File: config.mk
export PLATFORM = sky130hd
export DESIGN_NAME = mpeg_picture_framer
export DESIGN_NICKNAME = d
export VERILOG_FILES = /design/src/mpf_pkg.sv /design/src/mpf_front.sv /design/src/mpf_back.sv /design/src/mpeg_picture_framer.sv
export SDC_FILE = /design/constraint.sdc
export NUM_CORES = 1
export LEC_CHECK = 0
export BUFFER_PORTS_ARGS = -buffer_cell sky130_fd_sc_hd__buf_2
export CAP_MARGIN = 20
export CORE_UTILIZATION = 50
export CTS_BUF_LIST = sky130_fd_sc_hd__clkbuf_2
export CTS_CLUSTER_DIAMETER = 30
export DETAILED_ROUTE_END_ITERATION = 6
export MAX_ROUTING_LAYER = met4
export PLACE_DENSITY_LB_ADDON = 0.05
export SLEW_MARGIN = 20
export SYNTH_ARGS = -nofsm -noshare
export SYNTH_HDL_FRONTEND = slang
export SYNTH_HIERARCHICAL = 1
export SYNTH_SLANG_ARGS = --single-unit
export TNS_END_PERCENT = 30
File: constraint.sdc
create_clock -name i_clk -period 9.64 [get_ports i_clk]
set_input_delay 0.482 -clock i_clk [delete_from_list [all_inputs] [get_ports i_clk]]
set_output_delay 0.482 -clock i_clk [all_outputs]
set_load 0.1 [all_outputs]
File: src/mpf_pkg.sv
// ----------------------------------------------------------------------------
// mpf_pkg
// Constants, register indexes and the start code shift search shared by the
// picture framer modules.
// ----------------------------------------------------------------------------
package mpf_pkg;

    // configuration register indexes
    localparam logic [1:0] CFG_PART_DURATION = 2'd0;
    localparam logic [1:0] CFG_FRAMES_PER_PART = 2'd1;
    localparam logic [1:0] CFG_GOP_ALIGN = 2'd2;

    localparam int CFG_INDEX_W = 2;
    localparam int CFG_DATA_W = 32;

    // start code values after the 00 00 01 prefix
    localparam logic [7:0] CODE_PICTURE = 8'h00;
    localparam logic [7:0] CODE_SEQUENCE = 8'hB3;
    localparam logic [7:0] CODE_GOP = 8'hB8;

    // shift search results
    localparam logic [3:0] SHIFT_NONE = 4'd0;
    localparam logic [3:0] SHIFT_ALIGNED = 4'd8;

    // record queue between front and back
    localparam int QUEUE_DEPTH = 4;
    localparam int QUEUE_PTR_W = 2;
    localparam int QUEUE_CNT_W = 3;

    // test word is {byte before the zero pair, byte after it}
    function automatic logic [3:0] find_shift(input logic [15:0] test);
        logic [3:0] sh;
        begin
            sh = SHIFT_NONE;
            if ((test & 16'h00FF) == 16'h0001) begin
                sh = SHIFT_ALIGNED;
            end else if ((test & 16'h7F80) == 16'h0080) begin
                sh = 4'd1;
            end else if ((test & 16'h3FC0) == 16'h0040) begin
                sh = 4'd2;
            end else if ((test & 16'h1FE0) == 16'h0020) begin
                sh = 4'd3;
            end else if ((test & 16'h0FF0) == 16'h0010) begin
                sh = 4'd4;
            end else if ((test & 16'h07F8) == 16'h0008) begin
                sh = 4'd5;
            end else if ((test & 16'h03FC) == 16'h0004) begin
                sh = 4'd6;
            end else if ((test & 16'h01FE) == 16'h0002) begin
                sh = 4'd7;
            end
            return sh;
        end
    endfunction

endpackage

File: src/mpf_front.sv
// ----------------------------------------------------------------------------
// mpf_front
// Byte window, start code detection and picture framing. Builds the records
// caused by each accepted byte and pushes them to the record queue.
// ----------------------------------------------------------------------------
module mpf_front
    import mpf_pkg::*;
#(
    parameter int OFFSET_BITS = 40,
    parameter int ENTRY_W = 2 * (2 * OFFSET_BITS + 8) + 1
) (
    input  logic                   i_clk,
    input  logic                   i_rst_n,
    input  logic                   i_cfg_wr_en,
    input  logic [CFG_INDEX_W-1:0] i_cfg_index,
    input  logic [CFG_DATA_W-1:0]  i_cfg_data,
    input  logic                   i_valid,
    input  logic [7:0]             i_data_byte,
    input  logic                   i_end_of_stream,
    input  logic                   i_q_full,
    output logic                   o_stall,
    output logic                   o_push,
    output logic [ENTRY_W-1:0]     o_entry
);

    typedef struct packed {
        logic [OFFSET_BITS-1:0] start_offset;
        logic [2:0]             start_bit;
        logic [OFFSET_BITS-1:0] end_offset;
        logic [2:0]             end_bit;
        logic                   new_partition;
        logic                   final_picture;
    } t_rec;

    typedef struct packed {
        t_rec rec1;
        t_rec rec0;
        logic two;
    } t_entry;

    logic [7:0]             r_win [5];
    logic [7:0]             n_win [5];
    logic [OFFSET_BITS-1:0] r_count, n_count;
    logic                   r_have_start, n_have_start;
    logic [OFFSET_BITS-1:0] r_pic_start, n_pic_start;
    logic [2:0]             r_pic_start_bit, n_pic_start_bit;
    logic [OFFSET_BITS-1:0] r_pic_end, n_pic_end;
    logic [2:0]             r_pic_end_bit, n_pic_end_bit;
    logic                   r_end_found, n_end_found;
    logic                   r_gop_seen, n_gop_seen;
    logic [31:0]            r_frames, n_frames;

    logic                   r_part_dur;
    logic [31:0]            r_frames_per_part;
    logic                   r_gop_align;

    logic                   accept;
    logic                   examine;
    logic [3:0]             sh;
    logic [15:0]            tail;
    logic [7:0]             code;
    logic                   is_term;
    logic                   found;
    logic                   final_rec;
    logic [OFFSET_BITS-1:0] count_inc;
    t_rec                   rec_found;
    t_rec                   rec_final;
    t_entry                 entry;

    assign accept  = i_valid & ~i_q_full;
    assign o_stall = i_q_full;

    always_comb begin
        n_win           = r_win;
        n_count         = r_count;
        n_have_start    = r_have_start;
        n_pic_start     = r_pic_start;
        n_pic_start_bit = r_pic_start_bit;
        n_pic_end       = r_pic_end;
        n_pic_end_bit   = r_pic_end_bit;
        n_end_found     = r_end_found;
        n_gop_seen      = r_gop_seen;
        n_frames        = r_frames;
        rec_found       = '0;
        rec_final       = '0;
        found           = 1'b0;

        examine = (r_count >= OFFSET_BITS'(4)) && (r_win[1] == 8'h00) && (r_win[2] == 8'h00);
        sh      = examine ? find_shift({r_win[0], r_win[3]}) : SHIFT_NONE;
        tail    = {r_win[3], r_win[4]};
        if (sh == SHIFT_ALIGNED) begin
            code = r_win[4];
        end else begin
            code = tail[(4'd8 - sh) +: 8];
        end
        is_term = (code == CODE_PICTURE) || (code == CODE_SEQUENCE) || (code == CODE_GOP);

        if (sh != SHIFT_NONE) begin
            if (!r_end_found && is_term) begin
                if (sh == SHIFT_ALIGNED) begin
                    n_pic_end     = r_count - OFFSET_BITS'(4);
                    n_pic_end_bit = 3'd0;
                end else begin
                    // boundary is the byte before the zero pair
                    n_pic_end     = r_count - OFFSET_BITS'(5);
                    n_pic_end_bit = sh[2:0];
                end
                n_end_found = 1'b1;
                if (code == CODE_GOP) begin
                    n_gop_seen = 1'b1;
                end
            end
            if (code == CODE_PICTURE) begin
                if (r_have_start) begin
                    found                  = 1'b1;
                    rec_found.start_offset = r_pic_start;
                    rec_found.start_bit    = r_pic_start_bit;
                    rec_found.end_offset   = n_pic_end;
                    rec_found.end_bit      = n_pic_end_bit;
                    if (r_part_dur) begin
                        if ((r_frames >= r_frames_per_part) && (!r_gop_align || n_gop_seen)) begin
                            rec_found.new_partition = 1'b1;
                            n_frames                = '0;
                        end else begin
                            n_frames = r_frames + 32'd1;
                        end
                    end
                end
                n_pic_start     = n_pic_end;
                n_pic_start_bit = n_pic_end_bit;
                n_end_found     = 1'b0;
                n_gop_seen      = 1'b0;
                n_have_start    = 1'b1;
            end
        end

        for (int i = 0; i < 4; i++) begin
            n_win[i] = r_win[i+1];
        end
        n_win[4]  = i_data_byte;
        count_inc = r_count + OFFSET_BITS'(1);
        n_count   = count_inc;

        rec_final.start_offset  = n_pic_start;
        rec_final.start_bit     = n_pic_start_bit;
        rec_final.end_offset    = count_inc;
        rec_final.final_picture = 1'b1;

        // final record only if a picture start was seen by this byte
        final_rec = i_end_of_stream & n_have_start;

        if (i_end_of_stream) begin
            for (int i = 0; i < 5; i++) begin
                n_win[i] = 8'hFF;
            end
            n_count         = '0;
            n_have_start    = 1'b0;
            n_pic_start     = '0;
            n_pic_start_bit = '0;
            n_pic_end       = '0;
            n_pic_end_bit   = '0;
            n_end_found     = 1'b0;
            n_gop_seen      = 1'b0;
            n_frames        = '0;
        end

        entry.two  = found & final_rec;
        entry.rec0 = found ? rec_found : rec_final;
        entry.rec1 = rec_final;
    end

    assign o_push  = accept & (found | final_rec);
    assign o_entry = entry;

    always_ff @(posedge i_clk) begin
        if (!i_rst_n) begin
            for (int i = 0; i < 5; i++) begin
                r_win[i] <= 8'hFF;
            end
            r_count           <= '0;
            r_have_start      <= 1'b0;
            r_pic_start       <= '0;
            r_pic_start_bit   <= '0;
            r_pic_end         <= '0;
            r_pic_end_bit     <= '0;
            r_end_found       <= 1'b0;
            r_gop_seen        <= 1'b0;
            r_frames          <= '0;
            r_part_dur        <= 1'b0;
            r_frames_per_part <= '0;
            r_gop_align       <= 1'b0;
        end else begin
            if (accept) begin
                r_win           <= n_win;
                r_count         <= n_count;
                r_have_start    <= n_have_start;
                r_pic_start     <= n_pic_start;
                r_pic_start_bit <= n_pic_start_bit;
                r_pic_end       <= n_pic_end;
                r_pic_end_bit   <= n_pic_end_bit;
                r_end_found     <= n_end_found;
                r_gop_seen      <= n_gop_seen;
                r_frames        <= n_frames;
            end
            if (i_cfg_wr_en) begin
                unique case (i_cfg_index)
                    CFG_PART_DURATION:   r_part_dur <= i_cfg_data[0];
                    CFG_FRAMES_PER_PART: r_frames_per_part <= i_cfg_data;
                    CFG_GOP_ALIGN:       r_gop_align <= i_cfg_data[0];
                    default: ;
                endcase
            end
        end
    end

endmodule

File: src/mpf_back.sv
// ----------------------------------------------------------------------------
// mpf_back
// Record queue and output register. Entries hold one or two records; the
// back end hands them out one word at a time and marks the last of each run.
// ----------------------------------------------------------------------------
module mpf_back
    import mpf_pkg::*;
#(
    parameter int OFFSET_BITS = 40,
    parameter int ENTRY_W = 2 * (2 * OFFSET_BITS + 8) + 1
) (
    input  logic                   i_clk,
    input  logic                   i_rst_n,
    input  logic                   i_push,
    input  logic [ENTRY_W-1:0]     i_entry,
    output logic                   o_full,
    input  logic                   i_stall,
    output logic                   o_valid,
    output logic [OFFSET_BITS-1:0] o_start_offset,
    output logic [2:0]             o_start_bit,
    output logic [OFFSET_BITS-1:0] o_end_offset,
    output logic [2:0]             o_end_bit,
    output logic                   o_new_partition,
    output logic                   o_final_picture,
    output logic                   o_last_of_run
);

    typedef struct packed {
        logic [OFFSET_BITS-1:0] start_offset;
        logic [2:0]             start_bit;
        logic [OFFSET_BITS-1:0] end_offset;
        logic [2:0]             end_bit;
        logic                   new_partition;
        logic                   final_picture;
    } t_rec;

    typedef struct packed {
        t_rec rec1;
        t_rec rec0;
        logic two;
    } t_entry;

    t_entry                 r_q [QUEUE_DEPTH];
    logic [QUEUE_PTR_W-1:0] r_wr;
    logic [QUEUE_PTR_W-1:0] r_rd;
    logic [QUEUE_CNT_W-1:0] r_cnt, n_cnt;
    logic                   r_sub;
    logic                   r_valid;
    logic                   r_last;
    t_rec                   r_out;

    logic                   load;
    logic                   pop;
    t_entry                 head;

    assign head   = r_q[r_rd];
    assign load   = (!r_valid || !i_stall) && (r_cnt != '0);
    assign pop    = load && (r_sub || !head.two);
    assign o_full = (r_cnt == QUEUE_CNT_W'(QUEUE_DEPTH));

    always_comb begin
        n_cnt = r_cnt;
        if (i_push && !pop) begin
            n_cnt = r_cnt + QUEUE_CNT_W'(1);
        end else if (!i_push && pop) begin
            n_cnt = r_cnt - QUEUE_CNT_W'(1);
        end
    end

    always_ff @(posedge i_clk) begin
        if (i_push) begin
            r_q[r_wr] <= t_entry'(i_entry);
        end
        if (load) begin
            r_out  <= r_sub ? head.rec1 : head.rec0;
            r_last <= r_sub || !head.two;
        end
    end

    always_ff @(posedge i_clk) begin
        if (!i_rst_n) begin
            r_wr    <= '0;
            r_rd    <= '0;
            r_cnt   <= '0;
            r_sub   <= 1'b0;
            r_valid <= 1'b0;
        end else begin
            r_cnt <= n_cnt;
            if (i_push) begin
                r_wr <= r_wr + QUEUE_PTR_W'(1);
            end
            if (load) begin
                r_valid <= 1'b1;
                if (pop) begin
                    r_rd  <= r_rd + QUEUE_PTR_W'(1);
                    r_sub <= 1'b0;
                end else begin
                    r_sub <= 1'b1;
                end
            end else if (!i_stall) begin
                r_valid <= 1'b0;
            end
        end
    end

    assign o_valid         = r_valid;
    assign o_start_offset  = r_out.start_offset;
    assign o_start_bit     = r_out.start_bit;
    assign o_end_offset    = r_out.end_offset;
    assign o_end_bit       = r_out.end_bit;
    assign o_new_partition = r_out.new_partition;
    assign o_final_picture = r_out.final_picture;
    assign o_last_of_run   = r_last;

endmodule

File: src/mpeg_picture_framer.sv
// ----------------------------------------------------------------------------
// mpeg_picture_framer
// Finds MPEG start codes, aligned or shifted by 1 to 7 bits, in a byte
// stream and emits one record per picture with its byte and bit extent.
// ----------------------------------------------------------------------------
// One byte is taken every cycle. Each byte is examined and framed in the
// cycle it is accepted, and any records it causes go into a four-entry queue
// in front of the output register, so the input only stalls when that queue
// is full. Each record passes from the queue into the output register.
// A byte that both closes a picture and ends the stream gives two records,
// which leave on two consecutive output words. Position p is judged when
// byte p+4 arrives, so the last four bytes of a stream are never examined.
// ----------------------------------------------------------------------------
module mpeg_picture_framer
    import mpf_pkg::*;
#(
    parameter int OFFSET_BITS = 40
) (
    input  logic                   i_clk,
    input  logic                   i_rst_n,
    input  logic                   i_cfg_wr_en,
    input  logic [CFG_INDEX_W-1:0] i_cfg_index,
    input  logic [CFG_DATA_W-1:0]  i_cfg_data,
    input  logic                   i_valid,
    output logic                   o_stall,
    input  logic [7:0]             i_data_byte,
    input  logic                   i_end_of_stream,
    output logic                   o_valid,
    input  logic                   i_stall,
    output logic [OFFSET_BITS-1:0] o_start_offset,
    output logic [2:0]             o_start_bit,
    output logic [OFFSET_BITS-1:0] o_end_offset,
    output logic [2:0]             o_end_bit,
    output logic                   o_new_partition,
    output logic                   o_final_picture,
    output logic                   o_last_of_run
);

    localparam int ENTRY_W = 2 * (2 * OFFSET_BITS + 8) + 1;

    logic               q_full;
    logic               q_push;
    logic [ENTRY_W-1:0] q_entry;

    mpf_front #(
        .OFFSET_BITS (OFFSET_BITS),
        .ENTRY_W     (ENTRY_W)
    ) u_front (
        .i_clk           (i_clk),
        .i_rst_n         (i_rst_n),
        .i_cfg_wr_en     (i_cfg_wr_en),
        .i_cfg_index     (i_cfg_index),
        .i_cfg_data      (i_cfg_data),
        .i_valid         (i_valid),
        .i_data_byte     (i_data_byte),
        .i_end_of_stream (i_end_of_stream),
        .i_q_full        (q_full),
        .o_stall         (o_stall),
        .o_push          (q_push),
        .o_entry         (q_entry)
    );

    mpf_back #(
        .OFFSET_BITS (OFFSET_BITS),
        .ENTRY_W     (ENTRY_W)
    ) u_back (
        .i_clk           (i_clk),
        .i_rst_n         (i_rst_n),
        .i_push          (q_push),
        .i_entry         (q_entry),
        .o_full          (q_full),
        .i_stall         (i_stall),
        .o_valid         (o_valid),
        .o_start_offset  (o_start_offset),
        .o_start_bit     (o_start_bit),
        .o_end_offset    (o_end_offset),
        .o_end_bit       (o_end_bit),
        .o_new_partition (o_new_partition),
        .o_final_picture (o_final_picture),
        .o_last_of_run   (o_last_of_run)
    );

endmodule

==> flow_metrics.env <==
export IMPL_status="complete, no violations"
export IMPL_dieArea_mm2=0.0901
export IMPL_nFillCells=7023
export IMPL_regArea_mm2=0.0288
export IMPL_slew_headroom_pct=23.3
export IMPL_crit_buf_inv=3
export IMPL_io_buffer_count=138
export IMPL_whs_ps=397
export IMPL_ys_async_sr_fraction_pct=0
export IMPL_wire_per_inst_um=22.7
export IMPL_rsz0062_at_grt="false"
export IMPL_grt_max_degree=85
export IMPL_drt_iter0_markers=1690
export IMPL_post_dp_hpwl_mm=64.9
export IMPL_p_leak_uw=0.0174
export IMPL_core_mm2=0.0874
export IMPL_cts_sinks=1042
export IMPL_crit_family="simple AND/OR/NAND/NOR gates"
export IMPL_fin_crit_sh_pct=87.3
export IMPL_clockRootBuffer="clkbuf_2"
export IMPL_initial_utilization_pct=50.8
export IMPL_crit_type="register to register"
export IMPL_first_pass_iters=6
export IMPL_die_height_um=300
export IMPL_placed_cells=4223
export IMPL_m1WireLength_mm=48.9
export IMPL_grt_pass1_vias=29359
export IMPL_gp_congestion=0.902
export IMPL_drc=0
export IMPL_area_growth_pct=13.8
export IMPL_hp_class="input pin to register"
export IMPL_maxSlewViolCount=0
export IMPL_worst_pin_slew_ps=1150
export IMPL_clk_pin_slew_ps=90
export IMPL_netlist_area_leader_share_pct=53.8
export IMPL_num_vias=28109
export IMPL_ys_seq_area_share_pct=64.9
export IMPL_crit_cells=18
export IMPL_clockBufferDepth=4
export IMPL_crit_fanout=59
export IMPL_grt_antenna_before_repair=3
export IMPL_drive_gt1_share_pct=25.7
export IMPL_io_pins=139
export IMPL_nets=3636
export IMPL_syn_area_mm2=0.0445
export IMPL_cp_cell_sequence="or3b_1 > a2111oi_4 > o211ai_2 > nor2_4 > inv_2 > ha_1 > buf_4 > mux2_2 > o21ai_0 > a221oi_1 > or4_1 > o21bai_1 > or3b_2 > nor2_1 > o21ai_0 > a21oi_1 > and2_4 > buf_12"
export IMPL_fin_cells=4903
export IMPL_power_density_mw_per_mm2=158
export IMPL_peakVddDrop_mv=0.118
export IMPL_numCtsBuffers=290
export IMPL_synth_area_leaders="edfxtp_1 54%, dfxtp_1 11%, mux4_2 9.1%, nand2_1 2.8%, mux2_2 2.3%"
export IMPL_synthFlopType="edfxtp_1"
export IMPL_fin_util_pct=57.8
export IMPL_vias_per_cell=5.73
export IMPL_syn_avg_cell_area_um2=14.3
export IMPL_worst_path_max_delay_cell="dfxtp_1"
export IMPL_grt_pass1_wl_mm=171
export IMPL_routed_top_layer="met4"
export IMPL_ys_seq_elements=1042
export IMPL_cpMostUsedCell="o21ai_0"
export IMPL_reg2reg_depth=18
export IMPL_cp_data_required_time_ps=10700
export IMPL_antenna_left=0
export IMPL_setup_viol=0
export IMPL_die_w_um=300
export IMPL_hold_depth=5
export IMPL_yosys_top_cells_count="797 x edfxtp_1, 332 x nand2_1, 245 x dfxtp_1"
export IMPL_cp_start_kind="register"
export IMPL_cap_violations=0
export IMPL_cts_tree="built"
export IMPL_synthCells=3102
export IMPL_wl_met3_mm=5.43
export IMPL_cp_arrival_ps=9480
export IMPL_synth_edff_count=797
export IMPL_cts_max_level=5
export IMPL_yosys_area_top_type="edfxtp_1"
export IMPL_yosys_warnings=6
export IMPL_multi_input_area_mm2=0.0145
export IMPL_cts_resized=0
export IMPL_crit_path_end_kind="register"
export IMPL_ys_types=95
export IMPL_drt_total_wl_mm=111
export IMPL_grt_overflow_total=0
export IMPL_min_period_ps=8420
export IMPL_setup_tns_ps=0
export IMPL_clock_latency_ps=1500
export IMPL_finalHoldViolCount=0
export IMPL_fmax_ghz=0.119
export IMPL_synth_most_common_cell="edfxtp_1"
export IMPL_max_stage_delay_ps=680
export IMPL_std_cell_rows=108
export IMPL_wl_met2_mm=54.4
export IMPL_fin_skew_ps=113
export IMPL_track_usage_pct=25.9
tightest hold or removal path, cell delays in order:
cell	delay, ps
dlygate4sd3_1	530
buf_2	120
buf_4	340
nor3_1	250
o21ai_0	90
what timing repair did:
item | in CTS | in global routing
endpoints found under the setup margin | 0 | 0
hold buffers | 180 | 0
endpoints found under the hold margin | 184 | 0
setup buffers | 0 | 0
placed cells by master, fill, tap and decap left out, drive strengths merged, types with 8 or more instances in the layout:
cell type and count:
edfxtp 797, clkbuf 419, nand2 332, dfxtp 245
buf 184, mux4 180, dlygate4sd3 179, o21ai 170
nor2 162, mux2 92, a22oi 75, nor3 70
a21oi 69, clkinv 69, inv 65, mux2i 61
xnor2 53, ha 45, a22o 45, nand3 43
nor2b 42, a21boi 39, xor2 36, and3 28
nor4 21, a21o 20, nand2b 19, o31ai 19
and2 17, o2bb2a 15, nand4 14, or3 10
a211oi 10, nor3b 10, or4 8
layout make-up:
| cell class | count | area share [%] |
|---|---|---|
| well taps | 1155 | 2.86 |
| clock inverters | 78 | 0.878 |
| clock buffers | 419 | 4.15 |
| multi-input cells | 1784 | 28.6 |
| inverters | 61 | 0.458 |
| diodes | 1 | 0.00495 |
| repair buffers | 363 | 5.99 |
| flip-flops and latches | 1042 | 57.0 |
cells by family (layout without fill, tap and decap cells):
| kind of cell | after synthesis | in the layout | share of synthesized area [%] |
|---|---|---|---|
| buf+inv | 279 | 921 | 2.80 |
| mux | 333 | 333 | 12.8 |
| xor+xnor | 89 | 89 | 1.75 |
| flops | 1042 | 1042 | 64.9 |
| fa+ha+maj | 46 | 46 | 1.31 |
| compound gates | 513 | 513 | 7.91 |
| simple gates | 798 | 798 | 8.50 |
| other cells | 2 | 6 | 0.0169 |
path summary, 6_finish.rpt:
| kind | startpoint | end | slack, ps |
|---|---|---|---|
| max | u_front/r_win[15] | u_back/r_q[3][155] | 1220 |
| min | i_end_of_stream | u_front/r_win[29] | 400 |
| max reg2reg | u_front/r_win[15] | u_back/r_q[3][155] | 1220 |
| min reg2reg | u_front/r_pic_start[27] | u_front/r_pic_start[27] | 460 |
metal layers:
metal / up-vias / track usage [%]
met5: - / -
met4: 0 / 8.82
met3: 155 / 4.68
met2: 823 / 41.0
met1: 14299 / 33.8
li1: 12832 / -
report_power, final:
group          internal [uW]  leakage [uW]  switching (uW)  total (uW)
logic                   71.5       0.00591            86.7         158
clock network           1290       0.00197            1770        3060
registers               4770       0.00948            8.97        4780
total                   6130        0.0174            1860        8000
state kept, by name, summed over array words and instances, names as in the netlist, 32 cells and up, named ones only:
signal and flops:
u_back/r_q 708, u_front/r_win 39, u_front/r_count 40, u_back/o_end_offset 40, u_front/r_pic_start 40, u_front/r_pic_end 40, u_front/r_frames_per_part 32, u_front/r_frames 32
u_back/o_start_offset 40
per-stage QoR:
step / cell area (um2) / total power, uW / setup slack, ps
2_1_floorplan: 44500 / 4950 / -314
3_3_place_gp: 46200 / 4990 / 1480
3_5_place_dp: 46200 / 4990 / 1300
4_1_cts: 50500 / 8100 / 1200
5_1_grt: 50600 / 8360 / 843
6_report: 50600 / 8000 / 1220
No activity file was read; power rests on OpenSTA's default activity.
